## src/design/atl_pkg.sv

```systemverilog
// shared types, token codes and character constants of the arithmetic token lexer
// no dependencies
package atl_pkg;

   localparam int LINE_BYTES_DEFAULT  = 4096;
   localparam int QUEUE_DEPTH_DEFAULT = 4;
   localparam int POS_W               = 13;
   localparam int VALUE_W             = 31;
   localparam int KIND_W              = 4;

   localparam logic [VALUE_W-1:0] VALUE_MAX = {VALUE_W{1'b1}};

   localparam logic [KIND_W-1:0] TK_PLUS    = 4'd0;
   localparam logic [KIND_W-1:0] TK_MINUS   = 4'd1;
   localparam logic [KIND_W-1:0] TK_TIMES   = 4'd2;
   localparam logic [KIND_W-1:0] TK_DIVIDE  = 4'd3;
   localparam logic [KIND_W-1:0] TK_LPAREN  = 4'd4;
   localparam logic [KIND_W-1:0] TK_RPAREN  = 4'd5;
   localparam logic [KIND_W-1:0] TK_LSQUARE = 4'd6;
   localparam logic [KIND_W-1:0] TK_RSQUARE = 4'd7;
   localparam logic [KIND_W-1:0] TK_INTEGER = 4'd8;
   localparam logic [KIND_W-1:0] TK_IDENT   = 4'd9;
   localparam logic [KIND_W-1:0] TK_END     = 4'd10;
   localparam logic [KIND_W-1:0] TK_OTHER   = 4'd11;

   localparam logic [7:0] CH_PLUS    = 8'h2B;
   localparam logic [7:0] CH_MINUS   = 8'h2D;
   localparam logic [7:0] CH_STAR    = 8'h2A;
   localparam logic [7:0] CH_SLASH   = 8'h2F;
   localparam logic [7:0] CH_LPAREN  = 8'h28;
   localparam logic [7:0] CH_RPAREN  = 8'h29;
   localparam logic [7:0] CH_LSQUARE = 8'h5B;
   localparam logic [7:0] CH_RSQUARE = 8'h5D;
   localparam logic [7:0] CH_UNDER   = 8'h5F;
   localparam logic [7:0] CH_ZERO    = 8'h30;
   localparam logic [7:0] CH_NINE    = 8'h39;
   localparam logic [7:0] CH_UPPER_A = 8'h41;
   localparam logic [7:0] CH_UPPER_Z = 8'h5A;
   localparam logic [7:0] CH_LOWER_A = 8'h61;
   localparam logic [7:0] CH_LOWER_Z = 8'h7A;

   typedef enum logic [1:0] {
      CLS_DIGIT,
      CLS_WORD,
      CLS_SINGLE
   } char_class_type;

   typedef struct packed {
      logic       kind;
      logic [7:0] char_code;
   } req_type;

   typedef struct packed {
      logic [KIND_W-1:0]  token_kind;
      logic [VALUE_W-1:0] int_value;
      logic [POS_W-1:0]   start_pos;
      logic [POS_W-1:0]   end_pos;
      logic               last_of_run;
   } rsp_type;

   typedef struct packed {
      logic              eol;
      char_class_type    cls;
      logic [3:0]        digit;
      logic [KIND_W-1:0] single_kind;
   } class_word_type;

endpackage

```

## src/design/atl_queue.sv

```systemverilog
// small first-in first-out queue of register entries
// generic width, used between front and back and at the result side
module atl_queue #(
   parameter int WIDTH = 8,
   parameter int DEPTH = 4
) (
   input  logic             clock,
   input  logic             reset,
   input  logic             push,
   input  logic [WIDTH-1:0] wr_data,
   output logic             full,
   input  logic             pop,
   output logic [WIDTH-1:0] rd_data,
   output logic             empty
);

   localparam int AW = (DEPTH > 1) ? $clog2(DEPTH) : 1;
   localparam int CW = $clog2(DEPTH + 1);

   logic [WIDTH-1:0] mem_ff [DEPTH];
   logic [AW-1:0]    wr_ptr_ff, wr_ptr_in;
   logic [AW-1:0]    rd_ptr_ff, rd_ptr_in;
   logic [CW-1:0]    count_ff, count_in;
   logic             do_push, do_pop;

   assign full    = (count_ff == CW'(DEPTH));
   assign empty   = (count_ff == '0);
   assign do_push = push && !full;
   assign do_pop  = pop && !empty;
   assign rd_data = mem_ff[rd_ptr_ff];

   always_comb begin
      wr_ptr_in = wr_ptr_ff;
      rd_ptr_in = rd_ptr_ff;
      if (do_push) begin
         wr_ptr_in = (wr_ptr_ff == AW'(DEPTH - 1)) ? '0 : wr_ptr_ff + 1'b1;
      end
      if (do_pop) begin
         rd_ptr_in = (rd_ptr_ff == AW'(DEPTH - 1)) ? '0 : rd_ptr_ff + 1'b1;
      end
      count_in = count_ff + CW'(do_push) - CW'(do_pop);
   end

   always_ff @(posedge clock) begin
      if (reset) begin
         wr_ptr_ff <= '0;
         rd_ptr_ff <= '0;
         count_ff  <= '0;
      end else begin
         wr_ptr_ff <= wr_ptr_in;
         rd_ptr_ff <= rd_ptr_in;
         count_ff  <= count_in;
      end
   end

   always_ff @(posedge clock) begin
      if (do_push) begin
         mem_ff[wr_ptr_ff] <= wr_data;
      end
   end

   a_count_bound: assert property (@(posedge clock) disable iff (reset)
      count_ff <= CW'(DEPTH))
      else $error("queue count above depth");

   a_empty_no_ptr_move: assert property (@(posedge clock) disable iff (reset)
      empty && !do_push |=> rd_ptr_ff == wr_ptr_ff)
      else $error("pointers differ with empty queue");

endmodule

```

## src/design/atl_front.sv

```systemverilog
// front part: takes input words and classifies each byte
// depends on atl_pkg
module atl_front (
   input  logic                    push,
   output logic                    full,
   input  atl_pkg::req_type        req_data,
   output logic                    mid_push,
   input  logic                    mid_full,
   output atl_pkg::class_word_type mid_word
);
   import atl_pkg::*;

   logic [7:0] c;

   assign c        = req_data.char_code;
   assign full     = mid_full;
   assign mid_push = push;

   always_comb begin
      mid_word.eol   = req_data.kind;
      mid_word.digit = 4'(c - CH_ZERO);
      if (c inside {[CH_ZERO:CH_NINE]}) begin
         mid_word.cls = CLS_DIGIT;
      end else if (c inside {[CH_UPPER_A:CH_UPPER_Z], [CH_LOWER_A:CH_LOWER_Z], CH_UNDER}) begin
         mid_word.cls = CLS_WORD;
      end else begin
         mid_word.cls = CLS_SINGLE;
      end
      case (c)
         CH_PLUS:    mid_word.single_kind = TK_PLUS;
         CH_MINUS:   mid_word.single_kind = TK_MINUS;
         CH_STAR:    mid_word.single_kind = TK_TIMES;
         CH_SLASH:   mid_word.single_kind = TK_DIVIDE;
         CH_LPAREN:  mid_word.single_kind = TK_LPAREN;
         CH_RPAREN:  mid_word.single_kind = TK_RPAREN;
         CH_LSQUARE: mid_word.single_kind = TK_LSQUARE;
         CH_RSQUARE: mid_word.single_kind = TK_RSQUARE;
         default:    mid_word.single_kind = TK_OTHER;
      endcase
   end

endmodule

```

## src/design/atl_back.sv

```systemverilog
// back part: run tracking, decimal accumulation, positions and token building
// depends on atl_pkg; one token per cycle into the result queue while it is not full
module atl_back #(
   parameter int LINE_BYTES = atl_pkg::LINE_BYTES_DEFAULT
) (
   input  logic                    clock,
   input  logic                    reset,
   input  logic                    mid_valid,
   input  atl_pkg::class_word_type mid_word,
   output logic                    mid_pop,
   output logic                    out_push,
   input  logic                    out_full,
   output atl_pkg::rsp_type        out_word
);
   import atl_pkg::*;

   localparam int PW = $clog2(LINE_BYTES + 1);
   localparam logic [PW-1:0] POS_LIMIT = PW'(LINE_BYTES);

   typedef enum logic [1:0] {
      MODE_IDLE,
      MODE_INT,
      MODE_IDENT
   } run_mode_type;

   run_mode_type       mode_ff, mode_in;
   logic [VALUE_W-1:0] acc_ff, acc_in;
   logic [PW-1:0]      run_start_ff, run_start_in;
   logic [PW-1:0]      pos_ff, pos_in;

   logic [PW-1:0]      pos_next;
   logic [VALUE_W+3:0] acc_prod;
   logic [VALUE_W-1:0] acc_sat;
   logic               emit, take, run_grows;
   rsp_type            run_tok;

   assign pos_next = (pos_ff >= POS_LIMIT) ? POS_LIMIT : pos_ff + 1'b1;
   assign acc_prod = (VALUE_W + 4)'({acc_ff, 3'b000}) + (VALUE_W + 4)'({acc_ff, 1'b0}) +
                     (VALUE_W + 4)'(mid_word.digit);
   assign acc_sat  = (acc_prod > (VALUE_W + 4)'(VALUE_MAX)) ? VALUE_MAX : acc_prod[VALUE_W-1:0];

   always_comb begin
      run_tok.token_kind  = (mode_ff == MODE_INT) ? TK_INTEGER : TK_IDENT;
      run_tok.int_value   = (mode_ff == MODE_INT) ? acc_ff : '0;
      run_tok.start_pos   = POS_W'(run_start_ff);
      run_tok.end_pos     = POS_W'(pos_ff);
      run_tok.last_of_run = 1'b0;
   end

   assign run_grows = ((mode_ff == MODE_INT) && (mid_word.cls == CLS_DIGIT)) ||
                      ((mode_ff == MODE_IDENT) && (mid_word.cls != CLS_SINGLE));

   always_comb begin
      mode_in      = mode_ff;
      acc_in       = acc_ff;
      run_start_in = run_start_ff;
      pos_in       = pos_ff;
      emit         = 1'b0;
      take         = 1'b0;
      out_word     = run_tok;
      if (mid_valid) begin
         if (mid_word.eol) begin
            emit = 1'b1;
            if (mode_ff != MODE_IDLE) begin
               // flush the pending run; the end of line word stays and gives the end token once idle
               if (!out_full) begin
                  mode_in = MODE_IDLE;
                  acc_in  = '0;
               end
            end else begin
               out_word.token_kind  = TK_END;
               out_word.int_value   = '0;
               out_word.start_pos   = POS_W'(pos_ff);
               out_word.end_pos     = POS_W'(pos_ff);
               out_word.last_of_run = 1'b1;
               if (!out_full) begin
                  take         = 1'b1;
                  pos_in       = '0;
                  run_start_in = '0;
               end
            end
         end else if (run_grows) begin
            take   = 1'b1;
            pos_in = pos_next;
            if (mode_ff == MODE_INT) begin
               acc_in = acc_sat;
            end
         end else if (mode_ff != MODE_IDLE) begin
            emit                 = 1'b1;
            out_word.last_of_run = (mid_word.cls != CLS_SINGLE);
            if (!out_full) begin
               mode_in = MODE_IDLE;
               acc_in  = '0;
               if (mid_word.cls != CLS_SINGLE) begin
                  // terminating byte opens a new run in the same cycle
                  take         = 1'b1;
                  mode_in      = (mid_word.cls == CLS_DIGIT) ? MODE_INT : MODE_IDENT;
                  acc_in       = (mid_word.cls == CLS_DIGIT) ?
                                 VALUE_W'(mid_word.digit) : '0;
                  run_start_in = pos_ff;
                  pos_in       = pos_next;
               end
            end
         end else if (mid_word.cls == CLS_DIGIT) begin
            take         = 1'b1;
            mode_in      = MODE_INT;
            acc_in       = VALUE_W'(mid_word.digit);
            run_start_in = pos_ff;
            pos_in       = pos_next;
         end else if (mid_word.cls == CLS_WORD) begin
            take         = 1'b1;
            mode_in      = MODE_IDENT;
            acc_in       = '0;
            run_start_in = pos_ff;
            pos_in       = pos_next;
         end else begin
            emit                 = 1'b1;
            out_word.token_kind  = mid_word.single_kind;
            out_word.int_value   = '0;
            out_word.start_pos   = POS_W'(pos_ff);
            out_word.end_pos     = POS_W'(pos_next);
            out_word.last_of_run = 1'b1;
            if (!out_full) begin
               take   = 1'b1;
               pos_in = pos_next;
            end
         end
      end
   end

   assign out_push = emit && !out_full;
   assign mid_pop  = take;

   always_ff @(posedge clock) begin
      if (reset) begin
         mode_ff      <= MODE_IDLE;
         acc_ff       <= '0;
         run_start_ff <= '0;
         pos_ff       <= '0;
      end else begin
         mode_ff      <= mode_in;
         acc_ff       <= acc_in;
         run_start_ff <= run_start_in;
         pos_ff       <= pos_in;
      end
   end

   a_acc_only_in_int: assert property (@(posedge clock) disable iff (reset)
      mode_ff != MODE_INT |-> acc_ff == '0)
      else $error("accumulator nonzero outside integer run");

   a_pos_bound: assert property (@(posedge clock) disable iff (reset)
      pos_ff <= POS_LIMIT && run_start_ff <= pos_ff)
      else $error("position out of range");

   a_pop_ends_word: assert property (@(posedge clock) disable iff (reset)
      take && emit |-> out_word.last_of_run)
      else $error("word retired before its last token");

   a_stall_holds: assert property (@(posedge clock) disable iff (reset)
      emit && out_full |=> $stable(pos_ff) && $stable(mode_ff) && $stable(acc_ff))
      else $error("state moved while result side stalled");

endmodule

```

## src/design/arithmetic_token_lexer_core.sv

```systemverilog
// top level of the arithmetic token lexer
// depends on atl_pkg, atl_front, atl_queue, atl_back
//
// input channel: one word per byte of a text line, or an end-of-line mark
// (kind = 1); a word is taken at a clock edge with push high and full low.
// result channel: tokens in order; the oldest is on rsp_data while empty is
// low and is taken at an edge with pop high.
// the front classifies each byte and writes it into a small queue; the back
// tracks the pending digit or identifier run and builds tokens into the
// result queue, one token per cycle while that queue has room.
// throughput: one input word per cycle while the back does not hold; a word
// that ends a run and also gives a token of its own (or an end of line after
// a run) holds the back until both of its tokens are written, one after the other.
// a taken word is written into the middle queue, and the back then writes
// the first token that it causes into the result queue, and a second token
// after that; a run token waits for the byte after it.
// reset clears both queues, the run state and the byte position.
// when the receiver stalls the result queue fills, then the back holds and
// the middle queue fills, and then full rises.
module arithmetic_token_lexer_core #(
   parameter int LINE_BYTES  = atl_pkg::LINE_BYTES_DEFAULT,
   parameter int QUEUE_DEPTH = atl_pkg::QUEUE_DEPTH_DEFAULT
) (
   input  logic             clock,
   input  logic             reset,
   input  logic             push,
   output logic             full,
   input  atl_pkg::req_type req_data,
   input  logic             pop,
   output logic             empty,
   output atl_pkg::rsp_type rsp_data
);
   import atl_pkg::*;

   localparam int MID_W = $bits(class_word_type);
   localparam int RSP_W = $bits(rsp_type);

   logic           mid_push, mid_full, mid_empty, mid_pop;
   class_word_type mid_in_word, mid_head;
   logic [MID_W-1:0] mid_head_bits;
   logic           out_push, out_full;
   rsp_type        out_word;
   logic [RSP_W-1:0] rsp_bits;

   atl_front u_front (
      .push     (push),
      .full     (full),
      .req_data (req_data),
      .mid_push (mid_push),
      .mid_full (mid_full),
      .mid_word (mid_in_word)
   );

   atl_queue #(
      .WIDTH (MID_W),
      .DEPTH (QUEUE_DEPTH)
   ) u_mid_queue (
      .clock   (clock),
      .reset   (reset),
      .push    (mid_push),
      .wr_data (MID_W'(mid_in_word)),
      .full    (mid_full),
      .pop     (mid_pop),
      .rd_data (mid_head_bits),
      .empty   (mid_empty)
   );

   assign mid_head = class_word_type'(mid_head_bits);

   atl_back #(
      .LINE_BYTES (LINE_BYTES)
   ) u_back (
      .clock     (clock),
      .reset     (reset),
      .mid_valid (!mid_empty),
      .mid_word  (mid_head),
      .mid_pop   (mid_pop),
      .out_push  (out_push),
      .out_full  (out_full),
      .out_word  (out_word)
   );

   atl_queue #(
      .WIDTH (RSP_W),
      .DEPTH (QUEUE_DEPTH)
   ) u_out_queue (
      .clock   (clock),
      .reset   (reset),
      .push    (out_push),
      .wr_data (RSP_W'(out_word)),
      .full    (out_full),
      .pop     (pop),
      .rd_data (rsp_bits),
      .empty   (empty)
   );

   assign rsp_data = rsp_type'(rsp_bits);

endmodule

```

## config.mk

```make
export PLATFORM = sky130hd
export DESIGN_NAME = arithmetic_token_lexer_core
export DESIGN_NICKNAME = d
export VERILOG_FILES = /design/src/design/atl_pkg.sv /design/src/design/atl_queue.sv /design/src/design/atl_front.sv /design/src/design/atl_back.sv /design/src/design/arithmetic_token_lexer_core.sv
export SDC_FILE = /design/constraint.sdc
export NUM_CORES = 1
export LEC_CHECK = 0
export ABC_CLOCK_PERIOD_IN_PS = 10800
export BUFFER_PORTS_ARGS = -buffer_cell sky130_fd_sc_hd__buf_2
export CAP_MARGIN = 15
export CORE_AREA = 5 5 202 204
export DETAILED_ROUTE_END_ITERATION = 7
export DIE_AREA = 0 0 207 209
export SLEW_MARGIN = 20
export SYNTH_ARGS = -nofsm -noshare
export SYNTH_HDL_FRONTEND = slang
export SYNTH_SLANG_ARGS = --single-unit
```

## constraint.sdc

```tcl
create_clock -name clock -period 10.8 [get_ports clock]
set_clock_uncertainty 0.1 [all_clocks]
set_input_delay 1.08 -clock clock [delete_from_list [all_inputs] [get_ports clock]]
set_output_delay 1.08 -clock clock [all_outputs]
set_load 0.005 [all_outputs]
```

==> impl_metrics.yaml <==
global_routing:
  grt_pass1_wl_um: 58800
  grt_overflow: 0
  grt_pass1_vias: 10230
  grt_max_degree: 64
  grt_usage: 0.168
  antenna_found_initial: 0
worst_setup_path:
  r2r_cells: 12
  cp.arrival_ps: 5070
  worstPathRequired_ps: 11030
  cp_max_fo: 15
  path_class: "reg -> reg"
  end_kind: "flip-flop"
  cp-start-kind: "flip-flop"
synth:
  yosys.cell_types.count: 77
  yosysSeqAreaShare: 0.597
  syn_area_um2: 17300
  syn_nets: 1340
  postSynthAreaPerCell_um2: 13.9
  synth_seq_cells: 369
  yosys_warnings: 0
  synth_cells: 1246
  synthFlopType: "edfxtp_1"
  synth_edf_count: 292
  async_flop_share: 0
detailed_routing:
  vias_per_cell: 5.61
  route.antenna.remaining_nets: 0
  drcViolationCount: 0
  vias: 10435
  drt_iter0_drc: 759
  wl_per_cell_um: 19.9
  wl_um: 37000
  dr.pass1.iters: 5
floorplan:
  chipWidth_um: 207
  num_rows: 73
  num_io_pins: 77
  initial_core_util: 0.442
  die_height_um: 209
  core_um2: 39100
  die_area_um2: 43300
clock_tree:
  cts-buffers-inserted: 38
  cts_resized: 0
  post_cts_buffers: 0
  clockRootBuffer: "clkbuf_16"
  h-tree-depth: 2
  clk_pin_slew_ps: 60
  clockBufferDepth: 3
  cts_tree: "yes"
  clkLatencyLatePin_ps: 530
  ctsHoldBuffers: 0
  cts.sinks: 369
sta:
  timing.hold.ws_ps: 398
  setup_viol: 0
  fin_tns_setup_ps: 0
  period_minus_slack_ps: 4830
  slew_headroom: 0.326
  hold_violations: 0
  slew_viol_final: 0
  clock.fmax_mhz: 207
  rsz0062_at_grt: "no"
  period_share: 0.447
  tightest_slew_ps: 1010
  setup_ws_ps: 5970
power_and_ir_drop:
  vdd_drop_max_mv: 0.133
  p_leak_nw: 6.90
  p_per_area_nw_per_um2: 237
finish:
  seq_area_um2: 10300
  multi_input_area_um2: 6570
  stdcell_area_um2: 19300
  final_cells: 1860
  fin_nets: 1400
  drive_gt1_frac: 0.193
  nFillCells: 3456
  area_delta_synth_final_pct: 11.8
place:
  globalplace.congestion: 0.896
  post-place-ws_ps: 5990
  place_hpwl_um: 24400
  dp_cells: 1790
  place_area_um2: 18100
  io_buffers: 76
run:
  max-cap-violations: 0
status:
  status: "complete, no violations"
hold_path:
  hold_class: "reg -> reg"
  whs_path_depth: 2
-- per-layer routing --
metal  up-vias  GRT usage  share of wire
li1       4958          -              -
met1      5212      0.255           0.49
met2       230      0.259           0.45
met3        35     0.0269          0.044
met4         0     0.0337          0.012
met5         -          0              0
-- cells by family after synthesis --
group           after synthesis  synth area share
compound gates              250            0.0982
xor+xnor                     29            0.0147
fa+ha+maj                    81            0.0604
buf+inv                      98            0.0229
flops                       369             0.597
mux                         102             0.113
simple gates                317            0.0940
-- through the flow --
step | util | total power, W
2_1_floorplan | - | 0.00292
3_3_place_gp | 0.463 | 0.00337
3_5_place_dp | 0.463 | 0.00339
4_1_cts | 0.494 | 0.00465
5_1_grt | 0.494 | 0.00484
6_report | 0.494 | 0.00458
-- worst paths after layout --
path	from	endpoint	slack, ps
worst min-delay path	u_back.run_start_ff[7]	u_back.run_start_ff[7]	400
worst max-delay path	flip-flop	u_back.acc_ff[13]	5970
worst min register to register	u_back.run_start_ff[7]	u_back.run_start_ff[7]	400
worst max register to register	flip-flop	u_back.acc_ff[13]	5970
-- power by group --
group          switching [W]  total [W]  internal [W]
logic               0.000781    0.00133      0.000552
registers           0.000111    0.00200       0.00189
clock network       0.000519    0.00125      0.000728
total                0.00141    0.00458       0.00317
-- area by class of cell --
class	count	share of cell area
Sequential cell	369	0.534
Multi-Input combinational cell	779	0.341
Clock buffer	53	0.0543
Tap cell	525	0.0340
Timing Repair Buffer	86	0.0236
Clock inverter	15	0.00687
Inverter	32	0.00622
Antenna cell	1	0.000130
-- state kept, by name, indices dropped and copies added, names as in the netlist, named ones only --
name and flops:
u_out_queue.mem_ff 248, u_mid_queue.mem_ff 44, u_back.acc_ff 31, u_back.pos_ff 13, u_back.run_start_ff 13, u_mid_queue.count_ff 3, u_out_queue.count_ff 3, u_back.mode_ff 2
u_mid_queue.rd_ptr_ff 2, u_mid_queue.wr_ptr_ff 2, u_out_queue.rd_ptr_ff 2, u_out_queue.wr_ptr_ff 2
-- layout by cell type (no fill, tap or decap), drive strengths merged, types with 12 or more instances in the layout --
master	n
a21o	18
a21oi	72
a221oi	14
a22oi	22
and2	40
buf	86
clkbuf	53
dfxtp	77
edfxtp	292
ha	77
inv	34
mux2i	18
mux4	73
nand2	73
nand3	23
nor2	83
nor2b	12
nor3	26
o21ai	49
xnor2	15
xor2	14
-- synthesized netlist by cell type (all sizes together) (10+ instances only) --
library cell / n / share of area
o211ai: 11 / 0.0048
dfxtp: 77 / 0.089
mux4: 73 / 0.095
a21o: 18 / 0.0078
a221oi: 14 / 0.0071
nor2: 83 / 0.018
nand3: 23 / 0.0074
o21ai: 49 / 0.014
nor2b: 12 / 0.0045
inv: 32 / 0.0070
nand2b: 10 / 0.0038
a22oi: 22 / 0.0096
buf: 25 / 0.0070
edfxtp: 292 / 0.51
nand2: 73 / 0.016
xnor2: 15 / 0.0076
xor2: 14 / 0.0071
mux2i: 18 / 0.010
ha: 77 / 0.056
clkbuf: 41 / 0.0090
mux2: 11 / 0.0072
a21oi: 72 / 0.022
and2: 40 / 0.014
nor3: 26 / 0.0081
-- critical path: stages, from the launching register on --
cell and delay, ps:
dfxtp_1 790, mux4_2 600, inv_1 90, fa_1 460, fa_1 470, nand2b_1 200
a21o_1 180, a21o_1 200, a21o_1 170, a21oi_1 200, o32ai_2 190, nor3_2 790
a221oi_1 180
(Power assumes the default switching activity.)
